`src/hw/rtl/wprs_pkg.sv`:
```
// Shared types and constants of the wraparound pan rectangle splitter.
package wprs_pkg;

  localparam int unsigned CFG_IDX_BITS  = 3;
  localparam int unsigned RECT_IDX_BITS = 2;

  typedef enum logic [CFG_IDX_BITS-1:0] {
    CFG_SRC_WIDTH   = 3'd0,
    CFG_SRC_HEIGHT  = 3'd1,
    CFG_AREA_LEFT   = 3'd2,
    CFG_AREA_TOP    = 3'd3,
    CFG_VIEW_WIDTH  = 3'd4,
    CFG_VIEW_HEIGHT = 3'd5,
    CFG_X_SPEED     = 3'd6,
    CFG_Y_SPEED     = 3'd7
  } cfg_reg_e;

  typedef enum logic [1:0] {
    FS_IDLE,
    FS_DIV,
    FS_PUSH
  } front_state_e;

  typedef enum logic [2:0] {
    RK_FULL,
    RK_SPLIT_A,
    RK_SPLIT_B,
    RK_CORNER,
    RK_LOWER,
    RK_UPPER
  } rect_kind_e;

  typedef struct packed {
    logic vsplit;
    logic hsplit;
  } seam_t;

  localparam int unsigned SEAM_BITS = $bits(seam_t);

endpackage

```
`src/hw/rtl/wraparound_pan_rect_splitter_top.sv`:
```
// Top level of the wraparound pan rectangle splitter: configuration and wiring.
//
// Each accepted tick with frame_tick_i set moves the source offset by the negated
// speeds, wraps it into the source image and yields one, two or four copy
// rectangles, the last flagged by last_rect_o. A tick with frame_tick_i clear is
// taken and dropped. The front end wraps each offset with its own bit-serial
// remainder unit and holds full high from an accepted tick until its job has
// entered the queue. Jobs wait in a two-entry queue, and the back end delivers
// one rectangle per cycle from its output register while pop is held and the
// queue holds jobs, so it works on earlier ticks while the front end computes
// the next one. Configuration writes are always taken and belong to idle
// periods.
module wraparound_pan_rect_splitter_top #(
  parameter int unsigned COORD_BITS = 12
) (
  input  logic                              clk_i,
  input  logic                              rst_ni,
  input  logic                              cfg_valid_i,
  output logic                              cfg_ready_o,
  input  logic [wprs_pkg::CFG_IDX_BITS-1:0] cfg_index_i,
  input  logic [COORD_BITS-1:0]             cfg_data_i,
  input  logic                              push,
  output logic                              full,
  input  logic                              frame_tick_i,
  input  logic                              pop,
  output logic                              empty,
  output logic [COORD_BITS-1:0]             src_left_o,
  output logic [COORD_BITS-1:0]             src_top_o,
  output logic [COORD_BITS-1:0]             src_right_o,
  output logic [COORD_BITS-1:0]             src_bottom_o,
  output logic [COORD_BITS-1:0]             dst_left_o,
  output logic [COORD_BITS-1:0]             dst_top_o,
  output logic [COORD_BITS-1:0]             dst_right_o,
  output logic [COORD_BITS-1:0]             dst_bottom_o,
  output logic                              last_rect_o
);

  import wprs_pkg::*;

  localparam int unsigned JOB_BITS    = 4 * COORD_BITS + SEAM_BITS;
  localparam int unsigned QUEUE_DEPTH = 2;

  logic [COORD_BITS-1:0]        src_width_q, src_height_q, area_left_q, area_top_q;
  logic [COORD_BITS-1:0]        view_width_q, view_height_q;
  logic signed [COORD_BITS-1:0] x_speed_q, y_speed_q;

  logic                q_push, q_full, q_pop, q_empty;
  logic [JOB_BITS-1:0] q_wdata, q_rdata;

  assign cfg_ready_o = 1'b1;

  always_ff @(posedge clk_i or negedge rst_ni) begin
    if (!rst_ni) begin
      src_width_q   <= COORD_BITS'(1);
      src_height_q  <= COORD_BITS'(1);
      area_left_q   <= '0;
      area_top_q    <= '0;
      view_width_q  <= COORD_BITS'(1);
      view_height_q <= COORD_BITS'(1);
      x_speed_q     <= '0;
      y_speed_q     <= '0;
    end else if (cfg_valid_i && cfg_ready_o) begin
      unique case (cfg_reg_e'(cfg_index_i))
        CFG_SRC_WIDTH:   src_width_q   <= cfg_data_i;
        CFG_SRC_HEIGHT:  src_height_q  <= cfg_data_i;
        CFG_AREA_LEFT:   area_left_q   <= cfg_data_i;
        CFG_AREA_TOP:    area_top_q    <= cfg_data_i;
        CFG_VIEW_WIDTH:  view_width_q  <= cfg_data_i;
        CFG_VIEW_HEIGHT: view_height_q <= cfg_data_i;
        CFG_X_SPEED:     x_speed_q     <= cfg_data_i;
        CFG_Y_SPEED:     y_speed_q     <= cfg_data_i;
        default: begin
        end
      endcase
    end
  end

  wprs_front #(.W(COORD_BITS)) u_front (
    .clk_i         (clk_i),
    .rst_ni        (rst_ni),
    .push_i        (push),
    .tick_i        (frame_tick_i),
    .full_o        (full),
    .src_width_i   (src_width_q),
    .src_height_i  (src_height_q),
    .view_width_i  (view_width_q),
    .view_height_i (view_height_q),
    .x_speed_i     (x_speed_q),
    .y_speed_i     (y_speed_q),
    .q_push_o      (q_push),
    .q_full_i      (q_full),
    .q_data_o      (q_wdata)
  );

  wprs_queue #(.WIDTH(JOB_BITS), .DEPTH(QUEUE_DEPTH)) u_queue (
    .clk_i   (clk_i),
    .rst_ni  (rst_ni),
    .push_i  (q_push),
    .data_i  (q_wdata),
    .full_o  (q_full),
    .pop_i   (q_pop),
    .empty_o (q_empty),
    .data_o  (q_rdata)
  );

  wprs_back #(.W(COORD_BITS)) u_back (
    .clk_i         (clk_i),
    .rst_ni        (rst_ni),
    .q_empty_i     (q_empty),
    .q_data_i      (q_rdata),
    .q_pop_o       (q_pop),
    .area_left_i   (area_left_q),
    .area_top_i    (area_top_q),
    .view_width_i  (view_width_q),
    .view_height_i (view_height_q),
    .pop_i         (pop),
    .empty_o       (empty),
    .src_left_o    (src_left_o),
    .src_top_o     (src_top_o),
    .src_right_o   (src_right_o),
    .src_bottom_o  (src_bottom_o),
    .dst_left_o    (dst_left_o),
    .dst_top_o     (dst_top_o),
    .dst_right_o   (dst_right_o),
    .dst_bottom_o  (dst_bottom_o),
    .last_rect_o   (last_rect_o)
  );

endmodule

```
`src/hw/rtl/wprs_wrap_div.sv`:
```
// Bit-serial wrap of (pos - speed) into 0..size-1, one quotient bit per cycle.
module wprs_wrap_div #(
  parameter int unsigned W = 12
) (
  input  logic                clk_i,
  input  logic                rst_ni,
  input  logic                start_i,
  input  logic [W-1:0]        pos_i,
  input  logic signed [W-1:0] speed_i,
  input  logic [W-1:0]        size_i,
  output logic                done_o,
  output logic [W-1:0]        rem_o
);

  localparam int unsigned MW = W + 1;
  localparam int unsigned CW = $clog2(W + 2);

  logic          run_q, fix_q;
  logic [CW-1:0] cnt_q;
  logic [W-1:0]  rem_q, m_q;
  logic [MW-1:0] mag_q;
  logic          neg_q;

  logic [W+1:0]  diff, diff_neg;
  logic [MW-1:0] mag;
  logic [W:0]    trial, trial_sub;
  logic [W-1:0]  rem_next;

  assign diff     = {2'b00, pos_i} - {{2{speed_i[W-1]}}, speed_i};
  assign diff_neg = (W+2)'(0) - diff;
  assign mag      = diff[W+1] ? diff_neg[W:0] : diff[W:0];

  assign trial     = {rem_q, mag_q[MW-1]};
  assign trial_sub = trial - {1'b0, m_q};
  assign rem_next  = (trial >= {1'b0, m_q}) ? trial_sub[W-1:0] : trial[W-1:0];

  always_ff @(posedge clk_i or negedge rst_ni) begin
    if (!rst_ni) begin
      run_q <= 1'b0;
      fix_q <= 1'b0;
      cnt_q <= '0;
    end else begin
      fix_q <= 1'b0;
      if (start_i) begin
        run_q <= 1'b1;
        cnt_q <= CW'(MW);
      end else if (run_q) begin
        cnt_q <= cnt_q - CW'(1);
        if (cnt_q == CW'(1)) begin
          run_q <= 1'b0;
          fix_q <= 1'b1;
        end
      end
    end
  end

  always_ff @(posedge clk_i) begin
    if (start_i) begin
      rem_q <= '0;
      mag_q <= mag;
      neg_q <= diff[W+1];
      m_q   <= size_i;
    end else if (run_q) begin
      rem_q <= rem_next;
      mag_q <= {mag_q[MW-2:0], 1'b0};
    end
  end

  // negative dividend: fold the magnitude remainder back into range
  assign done_o = fix_q;
  assign rem_o  = (neg_q && (rem_q != '0)) ? (m_q - rem_q) : rem_q;

endmodule

```
`src/hw/rtl/wprs_queue.sv`:
```
// Small job queue between the offset front end and the rectangle emitter.
module wprs_queue #(
  parameter int unsigned WIDTH = 8,
  parameter int unsigned DEPTH = 2
) (
  input  logic             clk_i,
  input  logic             rst_ni,
  input  logic             push_i,
  input  logic [WIDTH-1:0] data_i,
  output logic             full_o,
  input  logic             pop_i,
  output logic             empty_o,
  output logic [WIDTH-1:0] data_o
);

  localparam int unsigned AW = (DEPTH > 1) ? $clog2(DEPTH) : 1;

  logic [WIDTH-1:0] mem_q [DEPTH];
  logic [AW-1:0]    wr_ptr_q, rd_ptr_q;
  logic [AW:0]      count_q;
  logic             do_push, do_pop;

  assign full_o  = (count_q == (AW+1)'(DEPTH));
  assign empty_o = (count_q == '0);
  assign do_push = push_i && !full_o;
  assign do_pop  = pop_i && !empty_o;
  assign data_o  = mem_q[rd_ptr_q];

  always_ff @(posedge clk_i or negedge rst_ni) begin
    if (!rst_ni) begin
      wr_ptr_q <= '0;
      rd_ptr_q <= '0;
      count_q  <= '0;
    end else begin
      if (do_push) begin
        wr_ptr_q <= (wr_ptr_q == AW'(DEPTH - 1)) ? '0 : wr_ptr_q + AW'(1);
      end
      if (do_pop) begin
        rd_ptr_q <= (rd_ptr_q == AW'(DEPTH - 1)) ? '0 : rd_ptr_q + AW'(1);
      end
      if (do_push && !do_pop) begin
        count_q <= count_q + (AW+1)'(1);
      end else if (do_pop && !do_push) begin
        count_q <= count_q - (AW+1)'(1);
      end
    end
  end

  always_ff @(posedge clk_i) begin
    if (do_push) begin
      mem_q[wr_ptr_q] <= data_i;
    end
  end

endmodule

```
`src/hw/rtl/wprs_front.sv`:
```
// Front end: takes ticks, advances the wrapped offsets and classifies the seams.
module wprs_front #(
  parameter int unsigned W = 12
) (
  input  logic                    clk_i,
  input  logic                    rst_ni,
  input  logic                    push_i,
  input  logic                    tick_i,
  output logic                    full_o,
  input  logic [W-1:0]            src_width_i,
  input  logic [W-1:0]            src_height_i,
  input  logic [W-1:0]            view_width_i,
  input  logic [W-1:0]            view_height_i,
  input  logic signed [W-1:0]     x_speed_i,
  input  logic signed [W-1:0]     y_speed_i,
  output logic                    q_push_o,
  input  logic                    q_full_i,
  output logic [4*W+wprs_pkg::SEAM_BITS-1:0] q_data_o
);

  import wprs_pkg::*;

  front_state_e state_q, state_d;
  logic [W-1:0] offset_x_q, offset_y_q;
  logic [W-1:0] w_eff, h_eff, x_room, y_room, xb, yb, rem_x, rem_y;
  logic         start, done_x, done_y, done;
  seam_t        seam;

  assign w_eff = (src_width_i == '0) ? W'(1) : src_width_i;
  assign h_eff = (src_height_i == '0) ? W'(1) : src_height_i;

  wprs_wrap_div #(.W(W)) u_div_x (
    .clk_i   (clk_i),
    .rst_ni  (rst_ni),
    .start_i (start),
    .pos_i   (offset_x_q),
    .speed_i (x_speed_i),
    .size_i  (w_eff),
    .done_o  (done_x),
    .rem_o   (rem_x)
  );

  wprs_wrap_div #(.W(W)) u_div_y (
    .clk_i   (clk_i),
    .rst_ni  (rst_ni),
    .start_i (start),
    .pos_i   (offset_y_q),
    .speed_i (y_speed_i),
    .size_i  (h_eff),
    .done_o  (done_y),
    .rem_o   (rem_y)
  );

  // both axes start together and take the same number of steps
  assign done = done_x && done_y;

  always_comb begin
    state_d = state_q;
    unique case (state_q)
      FS_IDLE: if (push_i && tick_i) state_d = FS_DIV;
      FS_DIV:  if (done) state_d = FS_PUSH;
      FS_PUSH: if (!q_full_i) state_d = FS_IDLE;
      default: state_d = FS_IDLE;
    endcase
  end

  always_comb begin
    full_o   = (state_q != FS_IDLE);
    start    = (state_q == FS_IDLE) && push_i && tick_i;
    q_push_o = (state_q == FS_PUSH);
  end

  always_ff @(posedge clk_i or negedge rst_ni) begin
    if (!rst_ni) begin
      state_q    <= FS_IDLE;
      offset_x_q <= '0;
      offset_y_q <= '0;
    end else begin
      state_q <= state_d;
      if (state_q == FS_DIV && done) begin
        offset_x_q <= rem_x;
        offset_y_q <= rem_y;
      end
    end
  end

  // room never underflows while offsets lie below the current source size
  assign x_room = w_eff - offset_x_q;
  assign y_room = h_eff - offset_y_q;
  assign xb     = (x_room >= view_width_i) ? view_width_i : x_room;
  assign yb     = (y_room >= view_height_i) ? view_height_i : y_room;

  always_comb begin
    seam.vsplit = (xb != view_width_i);
    seam.hsplit = (yb != view_height_i);
  end

  assign q_data_o = {seam, offset_x_q, offset_y_q, xb, yb};

endmodule

```
`src/hw/rtl/wprs_back.sv`:
```
// Back end: walks each job's rectangles and holds one in the output register.
module wprs_back #(
  parameter int unsigned W = 12
) (
  input  logic                    clk_i,
  input  logic                    rst_ni,
  input  logic                    q_empty_i,
  input  logic [4*W+wprs_pkg::SEAM_BITS-1:0] q_data_i,
  output logic                    q_pop_o,
  input  logic [W-1:0]            area_left_i,
  input  logic [W-1:0]            area_top_i,
  input  logic [W-1:0]            view_width_i,
  input  logic [W-1:0]            view_height_i,
  input  logic                    pop_i,
  output logic                    empty_o,
  output logic [W-1:0]            src_left_o,
  output logic [W-1:0]            src_top_o,
  output logic [W-1:0]            src_right_o,
  output logic [W-1:0]            src_bottom_o,
  output logic [W-1:0]            dst_left_o,
  output logic [W-1:0]            dst_top_o,
  output logic [W-1:0]            dst_right_o,
  output logic [W-1:0]            dst_bottom_o,
  output logic                    last_rect_o
);

  import wprs_pkg::*;

  seam_t                    seam;
  logic [W-1:0]             x, y, xb, yb;
  logic [RECT_IDX_BITS-1:0] idx_q, last_idx;
  rect_kind_e               kind;
  logic                     out_valid_q, load, is_last;
  logic [W-1:0]             sl, st, sr, sb, dl, dt, dr, db;
  logic [W-1:0]             r_edge, b_edge, l_xb, t_yb;

  assign {seam, x, y, xb, yb} = q_data_i;

  assign r_edge = area_left_i + view_width_i;
  assign b_edge = area_top_i + view_height_i;
  assign l_xb   = area_left_i + xb;
  assign t_yb   = area_top_i + yb;

  always_comb begin
    kind     = RK_FULL;
    last_idx = RECT_IDX_BITS'(0);
    unique case ({seam.vsplit, seam.hsplit})
      2'b11: begin
        last_idx = RECT_IDX_BITS'(3);
        unique case (idx_q)
          2'd0:    kind = RK_SPLIT_A;
          2'd1:    kind = RK_SPLIT_B;
          2'd2:    kind = RK_CORNER;
          default: kind = RK_LOWER;
        endcase
      end
      2'b10: begin
        last_idx = RECT_IDX_BITS'(1);
        kind     = (idx_q == '0) ? RK_SPLIT_A : RK_SPLIT_B;
      end
      2'b01: begin
        last_idx = RECT_IDX_BITS'(1);
        kind     = (idx_q == '0) ? RK_UPPER : RK_LOWER;
      end
      default: begin
        last_idx = RECT_IDX_BITS'(0);
        kind     = RK_FULL;
      end
    endcase
  end

  always_comb begin
    sl = x;
    st = y;
    sr = x + view_width_i;
    sb = y + view_height_i;
    dl = area_left_i;
    dt = area_top_i;
    dr = r_edge;
    db = b_edge;
    unique case (kind)
      RK_FULL: begin
      end
      RK_SPLIT_A: begin
        sr = x + xb;
        sb = y + yb;
        dr = l_xb;
        db = t_yb;
      end
      RK_SPLIT_B: begin
        sl = '0;
        sr = view_width_i - xb;
        sb = y + yb;
        dl = l_xb;
        db = t_yb;
      end
      RK_CORNER: begin
        sl = '0;
        st = '0;
        sr = view_width_i - xb;
        sb = view_height_i - yb;
        dl = l_xb;
        dt = t_yb;
      end
      RK_LOWER: begin
        st = '0;
        sr = x + xb;
        sb = view_height_i - yb;
        dt = t_yb;
        dr = l_xb;
      end
      RK_UPPER: begin
        sb = y + yb;
        dr = l_xb;
        db = t_yb;
      end
      default: begin
      end
    endcase
  end

  assign load    = !q_empty_i && (!out_valid_q || pop_i);
  assign is_last = (idx_q == last_idx);
  assign q_pop_o = load && is_last;
  assign empty_o = !out_valid_q;

  always_ff @(posedge clk_i or negedge rst_ni) begin
    if (!rst_ni) begin
      out_valid_q <= 1'b0;
      idx_q       <= '0;
    end else begin
      if (load) begin
        out_valid_q <= 1'b1;
        idx_q       <= is_last ? '0 : idx_q + RECT_IDX_BITS'(1);
      end else if (pop_i && out_valid_q) begin
        out_valid_q <= 1'b0;
      end
    end
  end

  always_ff @(posedge clk_i) begin
    if (load) begin
      src_left_o   <= sl;
      src_top_o    <= st;
      src_right_o  <= sr;
      src_bottom_o <= sb;
      dst_left_o   <= dl;
      dst_top_o    <= dt;
      dst_right_o  <= dr;
      dst_bottom_o <= db;
      last_rect_o  <= is_last;
    end
  end

endmodule
```
`config.mk`:
```
export PLATFORM = sky130hd
export DESIGN_NAME = wraparound_pan_rect_splitter_top
export DESIGN_NICKNAME = d
export VERILOG_FILES = /design/src/hw/rtl/wprs_pkg.sv /design/src/hw/rtl/wraparound_pan_rect_splitter_top.sv /design/src/hw/rtl/wprs_wrap_div.sv /design/src/hw/rtl/wprs_queue.sv /design/src/hw/rtl/wprs_front.sv /design/src/hw/rtl/wprs_back.sv
export SDC_FILE = /design/constraint.sdc
export NUM_CORES = 1
export LEC_CHECK = 0
export BUFFER_PORTS_ARGS = -buffer_cell sky130_fd_sc_hd__clkbuf_2
export CAP_MARGIN = 20
export CORE_MARGIN = 8
export CORE_UTILIZATION = 65
export DETAILED_ROUTE_END_ITERATION = 6
export GPL_TIMING_DRIVEN = 0
export HOLD_SLACK_MARGIN = 0.15
export PLACE_DENSITY_LB_ADDON = 0.05
export SYNTH_ARGS = -nofsm -noshare
export SYNTH_HDL_FRONTEND = slang
export SYNTH_HIERARCHICAL = 1
export SYNTH_SLANG_ARGS = --single-unit
```
`constraint.sdc`:
```
create_clock -name clk_i -period 9.15 [get_ports clk_i]
set_clock_uncertainty 0.1 [all_clocks]
set_input_delay 2.2875 -clock clk_i [delete_from_list [all_inputs] [get_ports clk_i]]
set_output_delay 2.2875 -clock clk_i [all_outputs]
set_load 0.02 [all_outputs]
```
* Word level (Yosys, flattened, before mapping)
Memories as Yosys holds them, arrays and structs flattened.
Index checks and enable logic that the tools add are counted.
W data, S select, Z words.
** Word-level totals
- Bits in registers :: 314
- Bits in latches :: 0
- RAM bits :: 100
- Memory bits (read-only) :: 0
- Output and inout bits :: 100
- Word-level logic and storage cells :: 201
- Memories kept :: 1
** Operators by class
- $add $sub $neg :: 27
- Multiply operators :: 0
- Div/mod/pow operators :: 0
- $lt $le $gt $ge :: 4
- Equal/unequal tests :: 28
- Shift-type cells :: 0
- Mux-type cells :: 54
- Bitwise gates (word level) :: 0
- Reductions and logical operators :: 48
** Memory list
- u_queue.mem_q :: depth 2, bits a word 50, rd ports 1, clocked after Yosys merged registers in 0, write ports 1, RTL line wprs_queue.sv:18 : logic [WIDTH-1:0] mem_q [DEPTH];
** Operators with widths (number)
- $mux W12 :: 12
- $add A12 B12 Y12 :: 8
- $sub A12 B12 Y12 :: 8
- $mux W13 :: 6
- $pmux W12 S2 :: 2
- $sub A13 B12 Y14 :: 2
- $ge A13 B12 Y1 :: 2
- $sub A1 B13 Y13 const A :: 2
- $ge A12 B12 Y1 :: 2
- $logic_not A12 Y1 :: 2
- $ne A12 B12 Y1 :: 2
- $reduce_bool A12 Y1 :: 2
- $mux W1 :: 19
- $eq A3 B3 Y1 const B :: 6
- $pmux W3 S3 :: 2
- $mux W4 :: 4
- $reduce_and A2 Y1 :: 8
- $logic_and A1 B1 Y1 :: 14
- $mux W2 :: 7
- $eq A3 B2 Y1 const B :: 4
- $eq A2 B2 Y1 const B :: 5
- $reduce_bool A2 Y1 :: 5
- $eq A4 B1 Y1 const B :: 2
- $reduce_or A2 Y1 :: 4
- 17 further kinds :: 31

* Depth between registers and ports, before layout
Gate-level depths: netlist (run 1).
An unclocked memory read counts as a cell.
- Depth in word-level cells :: 10
- Mapped depth :: 20
- Mapped depth without buffers :: 17

* By module
Netlist (run 1), hierarchy kept.
** By module, submodules not included
- wprs_back :: times used 1, cells each 851, area an instance 8251.7 µm², seq. area each 2987.9 µm²
- wprs_queue :: times used 1, cells each 175, area an instance 4057.6 µm², seq. area each 3103.0 µm²
- wprs_wrap_div (u_front.u_div_x) :: times used 1, cells each 459, area an instance 3938.8 µm², seq. area each 1171.1 µm²
- wprs_wrap_div (u_front.u_div_y) :: times used 1, cells each 447, area an instance 3858.7 µm², seq. area each 1171.1 µm²
- wprs_front :: times used 1, cells each 446, area an instance 3777.4 µm², seq. area each 650.6 µm²
- wraparound_pan_rect_splitter_top :: times used 1, cells each 210, area an instance 3691.0 µm², seq. area each 2407.3 µm²

* Worst setup path before layout (run 1)
Ideal clock, no wire load.
- Kind :: input-to-reg
- From :: input pop
- To :: register u_back.dst_bottom_o[0], enable pin
- Library setup time :: 0.453 ns
- Data arrival time :: 4.400 ns
- Required time :: 8.597 ns
- Path slack :: 4.197 ns
- Cell stages on the path :: 3
- Buffers on the path :: 0
- Path through :: nand2b_1 > nand2b_1 > inv_1
** On the way
- Word-level cells in the longest chain between the ends :: 2
** RTL lines
- from (decl) :: RTL line wraparound_pan_rect_splitter_top.sv:25 : input logic pop,
- $logic_or A1 B1 Y1 :: RTL line wprs_back.sv:122 : assign load = !q_empty_i && (!out_valid_q || pop_i);
- $logic_and A1 B1 Y1 :: RTL line wprs_back.sv:122
- net u_back.load :: RTL line wprs_back.sv:33 : logic out_valid_q, load, is_last;
- to (signal assigned) :: RTL line wprs_back.sv:150 : dst_bottom_o <= db;
- to (decl) :: RTL line wprs_back.sv:23 : output logic [W-1:0] dst_bottom_o,
The timed path passes the listed nets, and every way through them passes these cells.
A chain may end at the register's enable or synchronous reset.

* Final worst setup path (run 1)
- From :: register u_back.idx_q[1]
- To :: register u_back.src_bottom_o[10], data pin
** On the way
- Word-level cells in the longest chain between the ends :: 6
- Elaborated cells between the ends (all ways) :: 15
- Those cells by class :: eq/ne (7); mux (5); reduce/logical (3)
** RTL lines
- from (decl) :: RTL line wprs_back.sv:31 : logic [RECT_IDX_BITS-1:0] idx_q, last_idx;
- from (signal assigned) :: RTL line wprs_back.sv:134 : idx_q <= is_last ? '0 : idx_q + RECT_IDX_BITS'(1);
- $eq A2 B2 Y1, or another cell as far along :: RTL line wprs_back.sv:50 : unique case (idx_q)
- $pmux W3 S3, or another cell as far along :: RTL line wprs_back.sv:50
- $pmux W3 S3 (*) :: RTL line wprs_back.sv:47 : unique case ({seam.vsplit, seam.hsplit})
- $eq A3 B1 Y1, or another cell as far along :: RTL line wprs_back.sv:81 : unique case (kind)
- $reduce_or A3 Y1 (no source line) / $reduce_or A2 Y1 (equally long branches)
- $pmux W12 S2 (*) :: RTL line wprs_back.sv:81
- net u_back.sb[10] :: RTL line wprs_back.sv:34 : logic [W-1:0] sl, st, sr, sb, dl, dt, dr, db;
- to (signal assigned) :: RTL line wprs_back.sv:146 : src_bottom_o <= sb;
- to (decl) :: RTL line wprs_back.sv:19 : output logic [W-1:0] src_bottom_o,
Mark *: on every way through the listed nets, which the timed path passes. The rest lies on a longest branch.

==> impl_metrics.toml, run 1 <==
[layout]
nets = 3011
top_register = "u_queue/mem_q"
stdcell_count = 3334
largest_reg_flops = 100
layout-drive-gt1-share = 0.1826
reg_top3 = "u_queue/mem_q (100), u_front/u_div_x/mag_q (13), u_front/u_div_y/mag_q (13)"
final_util = 0.7276
area_growth_pct = 10.69

[synthesis]
synthMostInstantiatedCell = "edfxtp_1"
synth_fp_nets = 2842
ys.flop_type = "edfxtp_1"
yosys-top-cells-area = "edfxtp_1, dfrtp_1, ha_1"
synth_edf_count = 249
synth_area_leader_cell = "edfxtp_1"
synthCells = 2588
ys_seq_area_frac = 0.4167
netlist.area_leader.share = 0.2712
ys_top_cells_by_count = "edfxtp_1, inv_1, ha_1"
ys_ff_latch = 414
syn_area_sq_mm = 0.02758
yosysWarnings = 6
yosysUniqueCellTypes = 109
async_flop_share = 0.3406
avgSynthCellArea_sq_um = 10.66

[drt]
via_count = 20310
vias_per_cell = 6.091
ant_nets = 0
detail_route.wirelength_microns = 68690
avgRoutedWirePerCell_microns = 20.60
dr.pass1.iters = 5
route.detailed.drc = 0
initialDrtViolationCount = 1697

[grt]
overflow = 0
grtUsageMet2 = 0.4541
grt_usage = 0.2747
grt_max_degree = 76
grt_first_pass_wirelength_microns = 109100
use_met1 = 0.3631
grtUsageMet3 = 0.05158
antenna_found_initial = 5
first_global_vias = 20410
grt-busiest-layer = "met2"

[timing]
max_freq_mhz = 194.7
rsz0062_at_grt = "no"
hold_viol_final = 0
slew_viol_final = 0
fin_tns_setup_ns = 0
setup_viol = 0
tightest_slew_ns = 0.9616
min_period_ns = 5.136
fin_ws_ns = 4.014
fin_crit_sh = 0.5613
relSlewSlack = 0.3560

[critical_path]
worstPathMaxFanout = 10
arrival_ns = 5.33
cpPeakStageDelay_ns = 0.42
crit_required_ns = 9.34
end_kind = "flop"
crit_type = "reg2reg"
crit_slowest_cell = "dfrtp_1"
crit_chain = "inv_1 > ha_1 > nand2b_1 > o311ai_0 > a22o_1 > buf_2 > clkbuf_1 > o21ai_0 > ha_1 > fa_1 > a21o_1 > a21oi_1 > o21ai_0 > o31a_1 > a31oi_1 > xor2_1 > mux2i_1"
cp-start-kind = "flop"

[hold_path]
hold_class = "reg2reg"

[pwr]
finalPower_mw = 7.882
powerDensity_mw_per_mm2 = 258.2
leakage_nw = 12.92
ir_drop_uv = 201.1

[cts]
clkLatencyLatePin_ns = 0.58
cts_buffers = 44
ctsResizeCount = 0
cts_max_level = 2
holdBufCountCts = 0
post-cts-setup-buffers = 0
clkSlewWorstSetupHoldPaths_ns = 0.06
cts-root-buf = "clkbuf_16"
clock-sinks = 414
cts_tree = "yes"
clk_path_buf_depth = 3

[placement]
place_inst = 3250
hpwl_microns = 51120
dp_slack_ns = 4.114
place_congestion = 0.9100
io_buffers = 119

[die]
core_sq_mm = 0.04195
row_count = 75
initial_core_util = 0.6574
dieArea_sq_mm = 0.04927
die_h_microns = 222.0
die-width_microns = 222.0
io_pins = 121

[job]
drv_cap = 0

[status]
status = "finished, final reports clean"
==> layout make-up <==
type                            instances  area [sq um]
Sequential cell                       414         11490
Buffer                                 90         586.8
Clock buffer                           51          1169
Multi-Input combinational cell       1864         14690
Timing Repair Buffer                  123         699.4
Fill cell                            3011         11420
Clock inverter                         31         380.4
Antenna cell                            2         5.005
Tap cell                              539         674.4
Inverter                              220         828.3
==> routing by layer <==
metal / up-vias / routed length (microns)
met5: - / 41
met4: 6 / 2017
met3: 136 / 4155
met2: 582 / 31660
met1: 9845 / 30820
li1: 9737 / -
==> kinds of logic (layout without fill, tap and decap cells) <==
| group | Yosys count | count (layout) | synth area share |
|---|---|---|---|
| muxes | 275 | 275 | 0.1177 |
| DFF | 414 | 414 | 0.4167 |
| adders and majority gates | 233 | 233 | 0.1101 |
| buffers and inverters | 310 | 515 | 0.05123 |
| and+or+nand+nor | 619 | 619 | 0.1135 |
| other | 1 | 3 | 0.0001360 |
| xor gates and xnor gates | 190 | 190 | 0.06194 |
| AOI/OAI and AO/OA | 546 | 546 | 0.1287 |
==> worst max-delay path, delay by kind of cell (launching register included) <==
family	cells	cell delay [ns]
flip-flops	1	0.42
AO/OA/AOI/OAI	8	1.93
XOR/XNOR	1	0.17
buffers and inverters	3	0.85
AND/OR/NAND/NOR	1	0.13
adder cells (fa/ha/maj)	3	1.11
multiplexers	1	0.13
==> power breakdown <==
group	switching [mW]	internal, mW	total (mW)
Combinational	1.85	1.53	3.38
Clock	0.773	1.13	1.90
Sequential	0.271	2.33	2.60
==> stage by stage <==
stage	hold WS [ns]	instance area, sq um
2_1_floorplan	0.3227	27580
3_3_place_gp	0.3425	28850
3_5_place_dp	0.3511	28970
4_1_cts	0.3750	30520
5_1_grt	0.3997	30520
6_report	0.3745	30520
==> worst paths after layout <==
| check | startpoint | to | slack, ns | cells after the start |
|---|---|---|---|---|
| max in group asynchronous | rst_ni | area_left_q[7] | 6.46 | 2 |
| min in group asynchronous | rst_ni | u_front/u_div_y/run_q | 1.62 | 1 |
| min reg2reg | u_front/state_q[1] | u_front/state_q[0] | 0.37 | 1 |
| max | u_back/idx_q[1] | u_back/src_bottom_o[10] | 4.01 | 17 |
| min | u_front/state_q[1] | u_front/state_q[0] | 0.37 | 1 |
| max reg2reg | u_back/idx_q[1] | u_back/src_bottom_o[10] | 4.01 | 17 |
==> placed cells by master (no fill, tap or decap), drive strengths merged, types with 41 or more instances in the layout <==
master and n:
inv 225, nand3 41, clkbuf 223, edfxtp 249, o21ai 141, xnor2 131, nor3 45, mux2i 43
mux2 232, ha 217, xor2 57, nor2 156, dfrtp 137, a21oi 139, nand2b 41, nand2 155
Note: power is estimated with default switching activity, not from simulation.
==> inputs of run 2 (changes only) <==
ABC_AREA = 1   (was unset)
CORE_UTILIZATION = 57   (was 65)
clock period = 4.4 ns   (was 9.15 ns; I/O delays follow)
==> impl_metrics.toml, run 2 <==
[cts]
holdBufCountCts = 0
cts-root-buf = "clkbuf_16"
clkSlewWorstSetupHoldPaths_ns = 0.06
clk_path_buf_depth = 3
cts_tree = "yes"
clock-sinks = 414
cts_max_level = 2
cts_buffers = 47
clkLatencyLatePin_ns = 0.60

[critical_path]
crit_slowest_cell = "dfrtp_1"
cp-start-kind = "flop"
arrival_ns = 4.38
worstPathMaxFanout = 10
crit_type = "reg2reg"
path_common_cell = "nand2_1"
end_kind = "flop"
cpPeakStageDelay_ns = 0.43
crit_required_ns = 4.63

[layout]
area_growth_pct = 11.03
stdcell_count = 4640
layout-drive-gt1-share = 0.1018
mostFrequentLayoutCells = "nand2_1, inv_1, nand3_1"
reg_top3 = "u_queue/mem_q (100), u_front/u_div_x/mag_q (13), u_front/u_div_y/mag_q (13)"
top_register = "u_queue/mem_q"
largest_reg_flops = 100
antenna_cells = 0
layout_commonest_cell = "nand2_1"
nets = 4184

[drt]
initialDrtViolationCount = 1908
ant_nets = 0
detail_route.wirelength_microns = 75550
vias_per_cell = 5.282
via_count = 24510
dr.pass1.iters = 7
route.detailed.drc = 1
avgRoutedWirePerCell_microns = 16.28

[placement]
io_buffers = 107
place_inst = 4549
place_congestion = 0.9147
hpwl_microns = 57500

[synthesis]
yosysWarnings = 6
synth_fp_nets = 4017
synth_edf_count = 249
synth_compound_area_frac = 0.08622
yosys-top-cells-area = "edfxtp_1, nand2_1, dfrtp_1"
synth.area.mux_share = 0.002607
synth_fa_ha_area_frac = 0.1054
yosysUniqueCellTypes = 63
ys_ff_latch = 414
syn_area_sq_mm = 0.02879
synthMostInstantiatedCell = "nand2_1"
netlist.area_leader.share = 0.2597
avgSynthCellArea_sq_um = 7.651
synthSimpleGateAreaFrac = 0.2910
ys_top_cells_by_count = "nand2_1, inv_1, nand3_1"
synthCells = 3763
synth_xor_area_frac = 0.02951
ys_seq_area_frac = 0.3991
async_flop_share = 0.3406
synth_area_leader_cell = "edfxtp_1"
ys.flop_type = "edfxtp_1"
synth_top_family_by_area = "simple AND/OR/NAND/NOR gates"

[die]
row_count = 82
dieArea_sq_mm = 0.05796
die_h_microns = 240.7
io_pins = 121
initial_core_util = 0.5762
core_sq_mm = 0.04997
die-width_microns = 240.7

[job]
drv_cap = 0

[grt]
first_global_vias = 22490
antenna_found_initial = 2
grt_usage = 0.2587
grt_first_pass_wirelength_microns = 119100
overflow = 0
grt_max_degree = 84

[timing]
slew_viol_final = 0
max_freq_mhz = 240.8
hold_viol_final = 0
tightest_slew_ns = 0.8720
setup_viol = 0
relSlewSlack = 0.4187
min_period_ns = 4.152
fin_crit_sh = 0.9437

[pwr]
finalPower_mw = 25.90
leakage_nw = 16.00
powerDensity_mw_per_mm2 = 810.1
ir_drop_uv = 420.1

[hold_path]
hold_class = "reg2reg"

[status]
status = "finished with violations"
violations = "design-rule violations"
==> run 2: changes by cell type in the layout (fill, tap and decap cells not counted), sizes merged, moves of 45 or more <==
cell   previous run  this run
mux2            232         4
inv             225       486
o21ai           141       207
xnor2           131        30
nand4            15        70
nor2            156       250
nand3            41       308
nand2           155      1291
buf              40        85
==> run 2: where the power goes <==
part,internal [mW],leakage (nW),total [mW],switching (mW)
Clock,2.26,0.765,3.92,1.66
Combinational,5.28,11.0,15.2,9.90
Sequential,5.90,4.29,6.80,0.891
Total,13.4,16.0,25.9,12.4
==> run 2: final cells by class <==
cell class              instances  area, sq um
fillers                      4481        18000
well taps                     672        840.8
clock inverters                35        317.8
flip-flops and latches        414        11490
plain buffers                 113        654.4
inverters                     484         1824
clock buffers                  52         1226
multi-input cells            2752        14880
repair buffers                118        729.5
==> run 2: layer usage <==
layer / global-route usage / vias to the layer above / share of wire
met5: 0 / - / 0.00034
met4: 0.08533 / 4 / 0.030
met3: 0.03973 / 125 / 0.071
met2: 0.4090 / 726 / 0.43
met1: 0.3626 / 11040 / 0.46
li1: - / 12610 / -
==> run 2: stage by stage <==
step | TNS, ns | setup slack, ns | cell area, sq um | hold slack (ns) | utilization
final | 0 | 0.2478 | 31970 | 0.3808 | 0.6398
after floorplan | 0 | 0.4160 | 28800 | 0.3419 | -
after CTS | 0 | 0.1795 | 31900 | 0.3811 | 0.6385
after global routing | -0.03871 | -0.01936 | 31970 | 0.3875 | 0.6398
after global placement | -131.85 | -0.8354 | 30180 | 0.3582 | 0.6040
after detailed placement | 0 | 0.1729 | 30360 | 0.3636 | 0.6076
==> run 2: what timing repair did <==
action,4_1_cts,5_1_grt
setup endpoints to repair,0,28
setup buffers,0,4
gates resized for setup,0,9
==> run 2: cell families after synthesis <==
kind of cell               count (synthesis)
AOI/OAI and AO/OA                        444
xor gates and xnor gates                  91
adders and majority gates                233
buffers and inverters                    597
DFF                                      414
muxes                                      7
other                                      1
and+or+nand+nor                         1976
==> run 2: worst max-delay path, delay by kind of cell, from the launching register on <==
family          cells  cell delay [ns]
fa+ha+maj           3             0.78
simple gates       18             1.99
buf+inv             2             0.32
flops               1             0.43
compound gates      2             0.26
==> run 2: final timing paths <==
check	startpoint	endpoint	slack [ns]	cells after the start
worst max-delay path	src_height_q[9]	u_queue/mem_q[0][48]	0.25	25
worst min-delay path	x_speed_q[10]	x_speed_q[10]	0.38	2
worst max register to register	src_height_q[9]	u_queue/mem_q[0][48]	0.25	25
worst min register to register	x_speed_q[10]	x_speed_q[10]	0.38	2
max in group asynchronous	rst_ni	view_height_q[0]	2.96	2
min in group asynchronous	rst_ni	u_front/offset_x_q[10]	0.39	1
==> inputs of run 3 (changes only) <==
PLACE_DENSITY = 0.76   (was unset)
PLACE_DENSITY_LB_ADDON = unset   (was 0.05)
==> impl_metrics.toml, run 3 (synthesis results as in run 2) <==
[status]
status = "finished, final reports clean"

[cts]
clock-sinks = 414
cts-root-buf = "clkbuf_16"
cts_buffers = 45
holdBufCountCts = 0
cts_max_level = 2
clk_path_buf_depth = 3
clkLatencyLatePin_ns = 0.59
clkSlewWorstSetupHoldPaths_ns = 0.06
cts_tree = "yes"

[timing]
setup_viol = 0
min_period_ns = 4.126
relSlewSlack = 0.3473
max_freq_mhz = 242.4
tightest_slew_ns = 0.9791
hold_viol_final = 0
slew_viol_final = 0
fin_crit_sh = 0.9376

[drt]
detail_route.wirelength_microns = 75310
dr.pass1.iters = 6
ant_nets = 0
via_count = 25100
route.detailed.drc = 0
vias_per_cell = 5.401
avgRoutedWirePerCell_microns = 16.21
initialDrtViolationCount = 2221

[die]
die-width_microns = 240.7
die_h_microns = 240.7
dieArea_sq_mm = 0.05796
io_pins = 121
initial_core_util = 0.5762
row_count = 82
core_sq_mm = 0.04997

[placement]
io_buffers = 107
hpwl_microns = 57210
place_congestion = 0.9284
place_area_sq_mm = 0.03034

[grt]
overflow = 0
grt_first_pass_wirelength_microns = 120300
antenna_found_initial = 9
grt_max_degree = 97
first_global_vias = 23410
grt_usage = 0.2586

[pwr]
leakage_nw = 16.03
powerDensity_mw_per_mm2 = 813.4
ir_drop_uv = 364.7

[layout]
top_register = "u_queue/mem_q"
area_growth_pct = 11.29
reg_top3 = "u_queue/mem_q (100), u_front/u_div_x/mag_q (13), u_front/u_div_y/mag_q (13)"
layout_commonest_cell = "nand2_1"
final_util = 0.6413
nets = 4186
final_area_sq_mm = 0.03204
largest_reg_flops = 100
layout-drive-gt1-share = 0.1033
mostFrequentLayoutCells = "nand2_1, inv_1, nand3_1"

[critical_path]
cpPeakStageDelay_ns = 0.46
worstPathMaxFanout = 10
end_kind = "flop"
crit_slowest_cell = "dfrtp_2"
path_common_cell = "nand2_1"
crit_type = "reg2reg"
crit_required_ns = 4.61
arrival_ns = 4.34
cp-start-kind = "flop"

[job]
drv_cap = 0

[hold_path]
hold_class = "in2async"
-- run 3: cell count changes in the layout (fill, tap and decap cells not counted), sizes merged --
cell and change:
buf +4, clkbuf +8, clkinv -16, clkinvlp +3
diode +5, inv +2
-- run 3: per-layer routing --
layer,GRT usage,vias to the layer above,share of wire
li1,-,12640,-
met1,0.3530,11520,0.45
met2,0.4142,761,0.45
met3,0.04875,162,0.079
met4,0.08350,10,0.030
met5,0,-,0.00086
-- run 3: report_power, final --
part | internal [mW] | switching, mW | leakage, nW | total, mW
registers | 5.90 | 0.867 | 4.28 | 6.77
logic | 5.29 | 10.0 | 11.0 | 15.3
clock network | 2.36 | 1.63 | 0.767 | 3.99
-- run 3: cell type report --
type,count,area (sq um)
clock buffer,60,1318
clock inverter,24,262.8
tap,672,840.8
fill,4305,17920
multi-input combinational,2752,14890
antenna,5,12.51
timing repair buffer,122,747.0
inverter,484,1824
sequential,414,11490
buffer,113,654.4
-- run 3: timing repair --
item / 4_1_cts / 5_1_grt
setup buffers: 0 / 9
endpoints found under the hold margin: 0 / 0
gates resized for setup: 0 / 12
endpoints found under the setup margin: 0 / 28
-- run 3: critical path, delay by kind of cell, from the launching register on --
| kind | cells | cell delay (ns) |
|---|---|---|
| adders and majority gates | 3 | 0.74 |
| DFF | 1 | 0.46 |
| AOI/OAI and AO/OA | 1 | 0.18 |
| buffers and inverters | 5 | 0.47 |
| and+or+nand+nor | 19 | 1.89 |
-- run 3: path summary, 6_finish.rpt --
check                                 from                       end  slack [ns]  cells past startpoint
min in group clk_i            y_speed_q[1]              y_speed_q[1]        0.37                      2
max in group asynchronous           rst_ni             area_top_q[0]        2.98                      2
setup reg to reg           src_width_q[10]      u_queue/mem_q[0][49]        0.27                     28
hold reg to reg               y_speed_q[1]              y_speed_q[1]        0.37                      2
hold / removal                      rst_ni  u_front/u_div_x/cnt_q[2]        0.37                      1
setup / recovery           src_width_q[10]      u_queue/mem_q[0][49]        0.27                     28
-- run 3: metrics by stage --
stage | instances | setup TNS [ns] | setup slack, ns | power, mW | hold WS, ns
2_1_floorplan | 3763 | 0 | 0.4160 | 18.00 | 0.3419
3_3_place_gp | 4542 | -93.39 | -0.5798 | 21.48 | 0.3549
3_5_place_dp | 4548 | 0 | 0.1664 | 21.80 | 0.3581
4_1_cts | 4632 | 0 | 0.1638 | 25.89 | 0.3639
5_1_grt | 4643 | -0.05971 | -0.02076 | 28.43 | 0.3797
6_report | 4646 | 0 | 0.2744 | 26.06 | 0.3660
